### config.mk
export PLATFORM = sky130hd
export DESIGN_NAME = color_gradient_lookup
export DESIGN_NICKNAME = d
export VERILOG_FILES = /design/src/hdl/cgl_pkg.sv /design/src/hdl/cgl_ctrl.sv /design/src/hdl/cgl_dpath.sv /design/src/hdl/color_gradient_lookup.sv
export SDC_FILE = /design/constraint.sdc
export NUM_CORES = 2
export LEC_CHECK = 0
export BUFFER_PORTS_ARGS = -buffer_cell sky130_fd_sc_hd__buf_2
export CAP_MARGIN = 20
export CELL_PAD_IN_SITES_DETAIL_PLACEMENT = 0
export CELL_PAD_IN_SITES_GLOBAL_PLACEMENT = 1
export CORE_MARGIN = 5
export CORE_UTILIZATION = 48
export DETAILED_ROUTE_END_ITERATION = 16
export PLACE_DENSITY_LB_ADDON = 0.1
export SKIP_LAST_GASP = 1
export SYNTH_ARGS = -nofsm -noshare
export SYNTH_HDL_FRONTEND = slang
export SYNTH_SLANG_ARGS = --single-unit
### constraint.sdc
create_clock -name clk_i -period 7.3 [get_ports clk_i]
set_input_delay 0.73 -clock clk_i [delete_from_list [all_inputs] [get_ports clk_i]]
set_output_delay 0.73 -clock clk_i [all_outputs]
set_load 0.01 [all_outputs]
### src/hdl/cgl_pkg.sv
`timescale 1ns / 1ps
`default_nettype none
package cgl_pkg;

  localparam int PosW   = 16;
  localparam int ColW   = 32;
  localparam int ByteW  = 8;
  localparam int IdxInW = 4;
  localparam int CntInW = 5;
  localparam int ChW    = 2;
  localparam int BitW   = 3;

  localparam logic [ChW-1:0]  ChLast  = 2'd3;
  localparam logic [BitW-1:0] BitLast = 3'd7;

  localparam logic KindLoad  = 1'b0;
  localparam logic KindQuery = 1'b1;

  // commands from the controller to the datapath
  typedef struct packed {
    logic load;
    logic start;
    logic read;
    logic res_rd;
    logic res_edge;
    logic res_none;
    logic advance;
    logic blend_init;
    logic prep;
    logic div_step;
    logic out_load;
  } cmd_t;

  // status from the datapath to the controller
  typedef struct packed {
    logic n_zero;
    logic eq;
    logic gt;
    logic last;
    logic have_prev;
    logic disc;
    logic bit_last;
    logic ch_last;
    logic out_free;
  } status_t;

  typedef enum logic [5:0] {
    S_IDLE = 6'b000001,
    S_READ = 6'b000010,
    S_CMP  = 6'b000100,
    S_PREP = 6'b001000,
    S_DIV  = 6'b010000,
    S_DONE = 6'b100000
  } state_e;

endpackage
`default_nettype wire

### src/hdl/cgl_ctrl.sv
`timescale 1ns / 1ps
`default_nettype none
module cgl_ctrl (
  input  wire              clk_i,
  input  wire              rst_ni,
  input  wire              in_valid_i,
  input  wire              in_kind_i,
  output logic             in_ready_o,
  input  cgl_pkg::status_t status_i,
  output cgl_pkg::cmd_t    cmd_o
);
  import cgl_pkg::*;

  state_e state_q, state_d;
  logic   accept;

  assign in_ready_o = (state_q == S_IDLE);
  assign accept     = in_valid_i && in_ready_o;

  always_comb begin
    state_d = state_q;
    cmd_o   = '0;
    case (state_q)
      S_IDLE: begin
        if (accept) begin
          if (in_kind_i == KindLoad) begin
            cmd_o.load = 1'b1;
          end else begin
            cmd_o.start = 1'b1;
            if (status_i.n_zero) begin
              cmd_o.res_none = 1'b1;
              state_d        = S_DONE;
            end else begin
              state_d = S_READ;
            end
          end
        end
      end
      S_READ: begin
        cmd_o.read = 1'b1;
        state_d    = S_CMP;
      end
      S_CMP: begin
        if (status_i.eq) begin
          cmd_o.res_rd = 1'b1;
          state_d      = S_DONE;
        end else if (status_i.gt) begin
          if (!status_i.have_prev || status_i.disc) begin
            cmd_o.res_edge = 1'b1;
            state_d        = S_DONE;
          end else begin
            cmd_o.blend_init = 1'b1;
            state_d          = S_PREP;
          end
        end else begin
          cmd_o.advance = 1'b1;
          if (status_i.last) begin
            // ran past every stop: last stop colour
            cmd_o.res_rd = 1'b1;
            state_d      = S_DONE;
          end else begin
            state_d = S_READ;
          end
        end
      end
      S_PREP: begin
        cmd_o.prep = 1'b1;
        state_d    = S_DIV;
      end
      S_DIV: begin
        cmd_o.div_step = 1'b1;
        if (status_i.bit_last) begin
          state_d = status_i.ch_last ? S_DONE : S_PREP;
        end
      end
      S_DONE: begin
        if (status_i.out_free) begin
          cmd_o.out_load = 1'b1;
          state_d        = S_IDLE;
        end
      end
      default: begin
        state_d = S_IDLE;
      end
    endcase
  end

  always_ff @(posedge clk_i or negedge rst_ni) begin
    if (!rst_ni) begin
      state_q <= S_IDLE;
    end else begin
      state_q <= state_d;
    end
  end

endmodule
`default_nettype wire

### src/hdl/cgl_dpath.sv
`timescale 1ns / 1ps
`default_nettype none
module cgl_dpath #(
  parameter int NUM_STOPS = 16
) (
  input  wire                          clk_i,
  input  wire                          rst_ni,
  input  cgl_pkg::cmd_t                cmd_i,
  output cgl_pkg::status_t             status_o,
  input  wire [cgl_pkg::IdxInW-1:0]    stop_index_i,
  input  wire [cgl_pkg::PosW-1:0]      position_i,
  input  wire [cgl_pkg::ColW-1:0]      stop_color_i,
  input  wire                          discrete_i,
  input  wire                          cfg_we_i,
  input  wire [cgl_pkg::CntInW-1:0]    cfg_wdata_i,
  input  wire                          out_ready_i,
  output logic                         out_valid_o,
  output logic [cgl_pkg::ColW-1:0]     color_o,
  output logic                         valid_res_o
);
  import cgl_pkg::*;

  localparam int IdxW  = $clog2(NUM_STOPS);
  localparam int NcW   = $clog2(NUM_STOPS + 1);
  localparam int NW    = (NcW > CntInW) ? NcW : CntInW;

  logic [PosW-1:0] pos_mem [NUM_STOPS];
  logic [ColW-1:0] col_mem [NUM_STOPS];

  logic [CntInW-1:0] stop_count_q;
  logic [NW-1:0]     count_ext, n_use;
  logic [IdxW-1:0]   i_q;
  logic              have_prev_q;
  logic [ChW-1:0]    ch_q;
  logic [BitW-1:0]   bit_q;
  logic              out_valid_q;

  logic [PosW-1:0]   pos_q, rd_pos_q, prev_pos_q, den_q, num_q, r_q;
  logic [ColW-1:0]   rd_col_q, prev_col_q, col_lo_q, col_hi_q, res_q, out_color_q;
  logic              disc_q, res_valid_q, out_vres_q;
  logic [ByteW-1:0]  lo_q;

  logic              wr_ok;
  logic [IdxW-1:0]   waddr;
  logic [PosW-1:0]   wdiff;
  logic [23:0]       prod_a, prod_b, dividend;
  logic [PosW:0]     r_ext, r_diff;
  logic              ge;
  logic              out_free;

  assign count_ext = NW'(stop_count_q);
  assign n_use     = (count_ext > NW'(NUM_STOPS)) ? NW'(NUM_STOPS) : count_ext;
  assign wr_ok     = (32'(stop_index_i) < NUM_STOPS);
  assign waddr     = IdxW'(stop_index_i);
  assign out_free  = !out_valid_q || out_ready_i;

  // blend numerator for the top byte of each colour register
  assign wdiff    = den_q - num_q;
  assign prod_a   = 24'(col_lo_q[ColW-1 -: ByteW]) * 24'(wdiff);
  assign prod_b   = 24'(col_hi_q[ColW-1 -: ByteW]) * 24'(num_q);
  assign dividend = prod_a + prod_b;

  // one restoring step, quotient bits shift into lo_q
  assign r_ext  = {r_q, lo_q[ByteW-1]};
  assign ge     = (r_ext >= {1'b0, den_q});
  assign r_diff = r_ext - {1'b0, den_q};

  assign status_o.n_zero    = (n_use == '0);
  assign status_o.eq        = (rd_pos_q == pos_q);
  assign status_o.gt        = (rd_pos_q > pos_q);
  assign status_o.last      = ((NW'(i_q) + NW'(1)) == n_use);
  assign status_o.have_prev = have_prev_q;
  assign status_o.disc      = disc_q;
  assign status_o.bit_last  = (bit_q == BitLast);
  assign status_o.ch_last   = (ch_q == ChLast);
  assign status_o.out_free  = out_free;

  assign out_valid_o = out_valid_q;
  assign color_o     = out_color_q;
  assign valid_res_o = out_vres_q;

  // stop table
  always_ff @(posedge clk_i) begin
    if (cmd_i.load && wr_ok) begin
      pos_mem[waddr] <= position_i;
      col_mem[waddr] <= stop_color_i;
    end
    if (cmd_i.read) begin
      rd_pos_q <= pos_mem[i_q];
      rd_col_q <= col_mem[i_q];
    end
  end

  always_ff @(posedge clk_i or negedge rst_ni) begin
    if (!rst_ni) begin
      stop_count_q <= '0;
      i_q          <= '0;
      have_prev_q  <= 1'b0;
      ch_q         <= '0;
      bit_q        <= '0;
      out_valid_q  <= 1'b0;
    end else begin
      if (cfg_we_i) begin
        stop_count_q <= cfg_wdata_i;
      end
      if (cmd_i.start) begin
        i_q         <= '0;
        have_prev_q <= 1'b0;
      end else if (cmd_i.advance) begin
        i_q         <= i_q + IdxW'(1);
        have_prev_q <= 1'b1;
      end
      if (cmd_i.blend_init) begin
        ch_q  <= '0;
        bit_q <= '0;
      end else if (cmd_i.div_step) begin
        bit_q <= bit_q + BitW'(1);
        if (bit_q == BitLast) begin
          ch_q <= ch_q + ChW'(1);
        end
      end
      if (cmd_i.out_load) begin
        out_valid_q <= 1'b1;
      end else if (out_ready_i) begin
        out_valid_q <= 1'b0;
      end
    end
  end

  always_ff @(posedge clk_i) begin
    if (cmd_i.start) begin
      pos_q  <= position_i;
      disc_q <= discrete_i;
    end
    if (cmd_i.advance) begin
      prev_pos_q <= rd_pos_q;
      prev_col_q <= rd_col_q;
    end
    if (cmd_i.res_none) begin
      res_q       <= '0;
      res_valid_q <= 1'b0;
    end else if (cmd_i.res_rd) begin
      res_q       <= rd_col_q;
      res_valid_q <= 1'b1;
    end else if (cmd_i.res_edge) begin
      res_q       <= have_prev_q ? prev_col_q : rd_col_q;
      res_valid_q <= 1'b1;
    end else if (cmd_i.blend_init) begin
      res_valid_q <= 1'b1;
    end else if (cmd_i.div_step && (bit_q == BitLast)) begin
      res_q <= {res_q[ColW-ByteW-1:0], lo_q[ByteW-2:0], ge};
    end
    if (cmd_i.blend_init) begin
      den_q    <= rd_pos_q - prev_pos_q;
      num_q    <= pos_q - prev_pos_q;
      col_lo_q <= prev_col_q;
      col_hi_q <= rd_col_q;
    end else if (cmd_i.prep) begin
      // quotient fits a byte, so the upper part is already below den
      r_q      <= dividend[23:ByteW];
      lo_q     <= dividend[ByteW-1:0];
      col_lo_q <= {col_lo_q[ColW-ByteW-1:0], {ByteW{1'b0}}};
      col_hi_q <= {col_hi_q[ColW-ByteW-1:0], {ByteW{1'b0}}};
    end else if (cmd_i.div_step) begin
      r_q  <= ge ? r_diff[PosW-1:0] : r_ext[PosW-1:0];
      lo_q <= {lo_q[ByteW-2:0], ge};
    end
    if (cmd_i.out_load) begin
      out_color_q <= res_q;
      out_vres_q  <= res_valid_q;
    end
  end

endmodule
`default_nettype wire

### src/hdl/color_gradient_lookup.sv
`timescale 1ns / 1ps
`default_nettype none
// Piecewise linear colour gradient lookup. Load transactions (tuser = 0) write one
// stop (position, RGBA colour) into a slot of the stop table; stops must be loaded
// in ascending position. A query transaction (tuser = 1) scans at most the first
// stop_count slots, capped at NUM_STOPS, and returns one result: the exact stop
// colour, the first or last colour outside the range, the lower colour in discrete
// mode, or a per channel blend floor((c1*(den-num)+c2*num)/den); tuser of the result
// is 0 and the colour 0 when no stops are in use. A query holds the block from its
// transaction to the next one while it scans k stops (one table read and one compare
// per stop) and, when it blends, while one shared bit-serial divider runs a prepare
// step and one step per quotient bit for each of the four channels. A finished
// result waits in the output register while the next transaction is taken.
module color_gradient_lookup #(
  parameter int NUM_STOPS = 16
) (
  input  wire         clk_i,
  input  wire         rst_ni,
  input  wire         s_axis_tvalid,
  output logic        s_axis_tready,
  // stop_index[3:0], position[19:4], stop_color[51:20], discrete[52], zero[55:53]
  input  wire  [55:0] s_axis_tdata,
  // kind[0]
  input  wire         s_axis_tuser,
  output logic        m_axis_tvalid,
  input  wire         m_axis_tready,
  // color[31:0]
  output logic [31:0] m_axis_tdata,
  // valid_res[0]
  output logic        m_axis_tuser,
  input  wire         cfg_we_i,
  input  wire  [4:0]  cfg_wdata_i
);
  import cgl_pkg::*;

  cmd_t    cmd;
  status_t status;

  cgl_ctrl u_ctrl (
    .clk_i      (clk_i),
    .rst_ni     (rst_ni),
    .in_valid_i (s_axis_tvalid),
    .in_kind_i  (s_axis_tuser),
    .in_ready_o (s_axis_tready),
    .status_i   (status),
    .cmd_o      (cmd)
  );

  cgl_dpath #(
    .NUM_STOPS (NUM_STOPS)
  ) u_dpath (
    .clk_i        (clk_i),
    .rst_ni       (rst_ni),
    .cmd_i        (cmd),
    .status_o     (status),
    .stop_index_i (s_axis_tdata[3:0]),
    .position_i   (s_axis_tdata[19:4]),
    .stop_color_i (s_axis_tdata[51:20]),
    .discrete_i   (s_axis_tdata[52]),
    .cfg_we_i     (cfg_we_i),
    .cfg_wdata_i  (cfg_wdata_i),
    .out_ready_i  (m_axis_tready),
    .out_valid_o  (m_axis_tvalid),
    .color_o      (m_axis_tdata),
    .valid_res_o  (m_axis_tuser)
  );

endmodule
`default_nettype wire
Word level (Yosys, flattened, before mapping) --
Memory sizes are Yosys's and may differ from the RTL's. A register that Yosys moved wholly into a read port is not among the register bits. Cells that the tools add are included.
Storage, ports and cells: flip-flop bits (word level) 273, input bits 67, output and inout bits 35, logic and storage cells 139, bits in writable memories 768, memories 2
Memories:
- u_dpath.col_mem | depth 16, bits a word 32, read ports 1, clocked after memory_dff 1, wr ports 1, line cgl_dpath.sv:28 | logic [ColW-1:0] col_mem [NUM_STOPS];
- u_dpath.pos_mem | depth 16, bits a word 16, read ports 1, clocked after memory_dff 1, wr ports 1, line cgl_dpath.sv:27 | logic [PosW-1:0] pos_mem [NUM_STOPS];
Operators by class: equality and inequality tests 15, multiplexer cells 67, magnitude comparators 3, multipliers 2, $add $sub $neg 9, bitwise gates (word level) 1, reductions and logical operators 19
Operator list (number):
- 32-bit 2-to-1 mux | 9
- 16-bit subtractor | 4
- 6-bit 2-to-1 mux | 10
- 8-bit by 16-bit multiplier with 24-bit output | 2
- 16-bit 2-to-1 mux | 3
- 6-bit case mux with 6 select lines | 1
- 1-bit 2-to-1 mux | 29
- 24-bit adder | 1
- 17-bit by 16-bit >= comparator with 1-bit output | 1
- 16-bit equality test | 1
- 16-bit greater-than comparator | 1
- 2-bit 2-to-1 mux | 8
- 8-bit 2-to-1 mux | 2
- 2-bit nonzero test | 6
- 4-bit 2-to-1 mux | 2
- 6-bit by 1-bit equality test with 1-bit output, second input constant | 1
- 6-bit by 2-bit equality test with 1-bit output, second input constant | 1
- 6-bit by 3-bit equality test with 1-bit output, second input constant | 1
- 6-bit by 4-bit equality test with 1-bit output, second input constant | 1
- 6-bit by 5-bit equality test with 1-bit output, second input constant | 1
- 6-bit equality test, second input constant | 1
- 3-bit 2-to-1 mux | 2
- 2-bit != test, second input constant | 3
- 2-bit AND reduction | 3
- other kinds (18) | 22

Depth between registers and ports, before layout --
word-level depth 9, depth in mapped cells 32, mapped depth without buffers 31

Cells and area by module --
From an unflattened synthesis, not the netlist that was laid out.
Second synthesis, totals: cell total of the unflattened synthesis 3199, area, all modules 52486.6 um^2
By module, submodules not included:
- cgl_dpath | times used 1, cells an instance 3141, area each 51981.1 um^2, sequential area each 32110.8 um^2
- cgl_ctrl | times used 1, cells an instance 58, area each 505.5 um^2, sequential area each 151.4 um^2

Worst setup path before layout --
Ideal clock, no wire load.
kind register to register, start point reg u_dpath.num_q[0], end point reg u_dpath.r_q[14], data pin, library setup time 167 ps, clock period less this slack 7643 ps, slack -343 ps, data required time 7133 ps, buffers on the path 0, data arrival time 7476 ps, cell stages (with the launch flop) 30, path through edfxtp_1 -> ha_1 -> fa_1 -> nor2b_1 -> o21ai_0 -> a21boi_0 -> o21a_1 -> nor2_1 -> xnor2_1 -> nand2_1 -> fa_1 -> inv_1 -> fa_1 -> inv_1 -> fa_1 -> fa_1 -> inv_1 -> fa_1 -> inv_1 -> fa_1 -> inv_1 -> ha_1 -> nand2_1 -> or3b_1 -> and3_1 -> or3b_1 -> a211oi_1 -> o211ai_1 -> mux2i_1 -> a211oi_1
On the way: longest elaborated chain between the ends 4, elaborated cells between the ends (all ways) 5, those cells by class add/sub: 2; mul: 2; mux: 1
RTL lines:
- from (decl) | line cgl_dpath.sv:38 | logic [PosW-1:0] pos_q, rd_pos_q, prev_pos_q, den_q, num_q, r_q;
- from (signal assigned) | line cgl_dpath.sv:155 | num_q <= pos_q - prev_pos_q;
- 16-bit subtractor | line cgl_dpath.sv:58 | assign wdiff = den_q - num_q;
- 8-bit by 16-bit multiplier with 24-bit output | line cgl_dpath.sv:59 | assign prod_a = 24'(col_lo_q[ColW-1 -: ByteW]) * 24'(wdiff);
- 24-bit adder * | line cgl_dpath.sv:61 | assign dividend = prod_a + prod_b;
- 16-bit 2-to-1 mux * | line cgl_dpath.sv:158 | end else if (cmd_i.prep) begin
- to (signal assigned) | line cgl_dpath.sv:160 | r_q <= dividend[23:ByteW];
- to (signal assigned) | line cgl_dpath.sv:165 | r_q <= ge ? r_diff[PosW-1:0] : r_ext[PosW-1:0];
- to (decl) | line cgl_dpath.sv:38
Mark *: on every way between the ends. The rest lies on a longest branch, timed or not. A chain may end at the register's enable or synchronous reset.

Worst setup path in the final report --
start point reg u_dpath.num_q[1], end point reg u_dpath.r_q[14], data pin
Same word-level chain as after synthesis.

==> impl_metrics.yaml <==
synthesis:
  synth-seq-cells: 1089
  synth_cells: 3183
  ys_seq_area_frac: 0.619
  netlist-cell-type-count: 78
  synth_edf_count: 1034
  syn_avg_cell_area_sq_um: 16.4
  yosysTopAreaCellShare: 0.595
  synth_area_leaders: "edfxtp_1 (60%), mux4_2 (10%), fa_1 (8.1%)"
  ys_warn_count: 0
  synth_top_area_cell: "edfxtp_1"
  async_flop_share: 0.0202
  syn_nets: 3614
  syn_area_sq_um: 52200
  ys.flop_type: "edfxtp_1"
detailed_routing:
  wl_um: 123000
  vias: 27975
  ant_nets: 0
  drt_pass1_iterations: 7
  wire_per_inst_um: 24.9
  avgViaCountPerCell: 5.66
  drc: 0
  first_iter_violations: 1975
setup_path:
  worstSetupPathType: "flip-flop to flip-flop"
  crit_fanout: 5
  slowest_delay_ns: 0.57
  cp-start-kind: "flip-flop"
  crit_path_top_delay_cell: "fa_1"
  critical-path-top-delay-family: "adder cells"
  end_kind: "flip-flop"
  crit_top_cell: "fa_1"
  arrival_ns: 7.94
  required_ns: 7.66
  timing.critical_path.from: "u_dpath.num_q[1]"
  worst-path-buf-inv: 6
  r2r_start: "u_dpath.num_q[1]"
final_layout:
  nets: 3860
  layout_common_cells: "edfxtp_1 (1034), inv_1 (324), mux4_2 (240)"
  syn2layout_area_growth_pct: 13.9
  final_common_cell: "edfxtp_1"
  layout-drive-gt1-share: 0.234
  fin_cells: 4942
job:
  drv_cap: 0
cts:
  clock_path_buffers: 3
  clk_latency_ns: 0.70
  cts_root_buf: "clkbuf_16"
  hold_buffers: 0
  htreeDepth: 3
  cts.clk_slew.worst_paths_ns: 0.06
  cts_tree: "done"
  cts_buffers: 109
  clock-sinks: 1089
sta:
  timing.final.ws_setup_ns: -0.283
  hold_viol_final: 0
  fmax_mhz: 132
  rsz0062_at_grt: "true"
  tightest_slew_ns: 1.11
  fin_crit_sh: 1.04
  max_slew_margin: 0.257
  finalCriticalPeriod_ns: 7.58
  fin_worst_skew_ns: 0.0691
  slew_violations: 0
  setup_viol: 9
die:
  row_count: 121
  coreArea_sq_um: 108000
  io_pins: 102
  die_area_sq_um: 115000
  die_h_um: 340
  initial_core_util: 0.481
  die_w_um: 340
global_routing:
  grt_pass1_vias: 29716
  grt_use_total: 0.215
  grt-ovfl-total: 0
  antenna_found_initial: 21
  grt_pass1_wl_um: 188000
  grt_max_degree: 74
placed_design:
  io_buffers: 98
  dp_cells: 4712
  gp_congestion: 0.845
  dp_hpwl_um: 78800
  place_ws_ns: -0.595
status:
  violations: "negative setup slack"
  status: "finished with violations"
power:
  power_density_nw_per_um2: 221
  p_leak_nw: 21.3
  ir_worst_vdd_uv: 223
worst_hold_path:
  hold_class: "input port to asynchronous set/reset pin"
[report_power, final]
part	internal (mW)	leakage [nW]	switching, mW
clock network	3.29	1.81	2.37
logic	0.197	9.62	0.276
registers	6.91	9.84	0.0557
[path summary, 6_finish.rpt]
kind | endpoint | slack (ns) | cells past startpoint
worst max-delay path | u_dpath.r_q[14] | -0.28 | 28
min in group clk_i | u_dpath.count_ext[4] | 0.26 | 2
worst min-delay path | u_dpath.count_ext[2] | 0.04 | 1
worst max register to register | u_dpath.r_q[14] | -0.28 | 28
worst min register to register | u_dpath.valid_res_o | 0.43 | 0
max in group asynchronous | u_dpath.out_valid_o | 6.76 | 1
[logic make-up (layout without fill, tap and decap cells)]
group	count (synthesis)	count (layout)	synth area share
flops	1089	1089	0.619
simple gates	580	580	0.0559
mux	317	317	0.120
buf+inv	457	797	0.0340
other cells	0	5	0
compound gates	304	304	0.0415
fa+ha+maj	364	364	0.118
xor+xnor	72	72	0.0124
[cell type report]
class | count | area, sq um
Fill cell | 8581 | 49000
Sequential cell | 1089 | 32300
Multi-Input combinational cell | 1637 | 18700
Clock buffer | 142 | 2950
Tap cell | 1414 | 1770
Timing Repair Buffer | 260 | 1730
Inverter | 332 | 1250
Clock inverter | 63 | 739
Antenna cell | 5 | 12.5
[cell usage after synthesis (40+ instances only)]
cell,n
and2_1,140
o21ai_0,40
xnor2_1,47
inv_1,331
edfxtp_1,1034
mux4_2,240
clkbuf_1,87
nor2_1,93
a21oi_1,51
nand2_1,181
mux2_2,54
ha_1,152
fa_1,212
[worst register-to-register path, delay by kind of cell (launching register included)]
kind / cells / cell delay, ns
mux: 1 / 0.18
buf+inv: 6 / 0.61
flops: 1 / 0.39
fa+ha+maj: 8 / 3.50
compound gates: 9 / 1.99
simple gates: 4 / 0.67
[routing by layer]
| metal | track usage | wire length (um) | vias up |
|---|---|---|---|
| li1 | - | - | 12400 |
| met2 | 0.355 | 59700 | 697 |
| met3 | 0.0321 | 6010 | 163 |
| met4 | 0.0405 | 2210 | 14 |
| met5 | 0 | 85 | - |
| met1 | 0.310 | 55200 | 14701 |
[per-stage QoR]
step	hold WS [ns]	TNS (ns)	total power, mW	util	instance area, sq um
after detailed placement	0.415	-4.87	7.57	0.509	55200
final	0.0384	-1.32	13.1	0.548	59400
after CTS	0.000477	-2.04	13.2	0.546	59200
after global placement	0.420	-4.17	7.55	0.509	55200
after floorplan	0.408	-0.0168	7.36	-	52200
after global routing	0.0457	-4.92	13.5	0.548	59400
[timing repair]
action | in CTS | in global routing
resized for setup | 52 | 27
buffers inserted | 13 | 8
pin swaps | 60 | 37
endpoints found under the setup margin | 12 | 14
[sequential cells by signal (all words and copies together) (netlist names), 4 cells and up]
name                flops
u_dpath.col_mem       512
u_dpath.pos_mem       256
u_dpath.col_hi_q       32
u_dpath.col_lo_q       32
u_dpath.color_o        32
u_dpath.prev_col_q     32
u_dpath.rd_col_q       32
u_dpath.res_q          32
u_dpath.den_q          16
u_dpath.num_q          16
u_dpath.pos_q          16
u_dpath.prev_pos_q     16
u_dpath.r_q            16
u_dpath.rd_pos_q       16
u_dpath.lo_q            8
u_ctrl.state_q          6
u_dpath.count_ext       5
u_dpath.i_q             4
(Power assumes the default switching activity.)
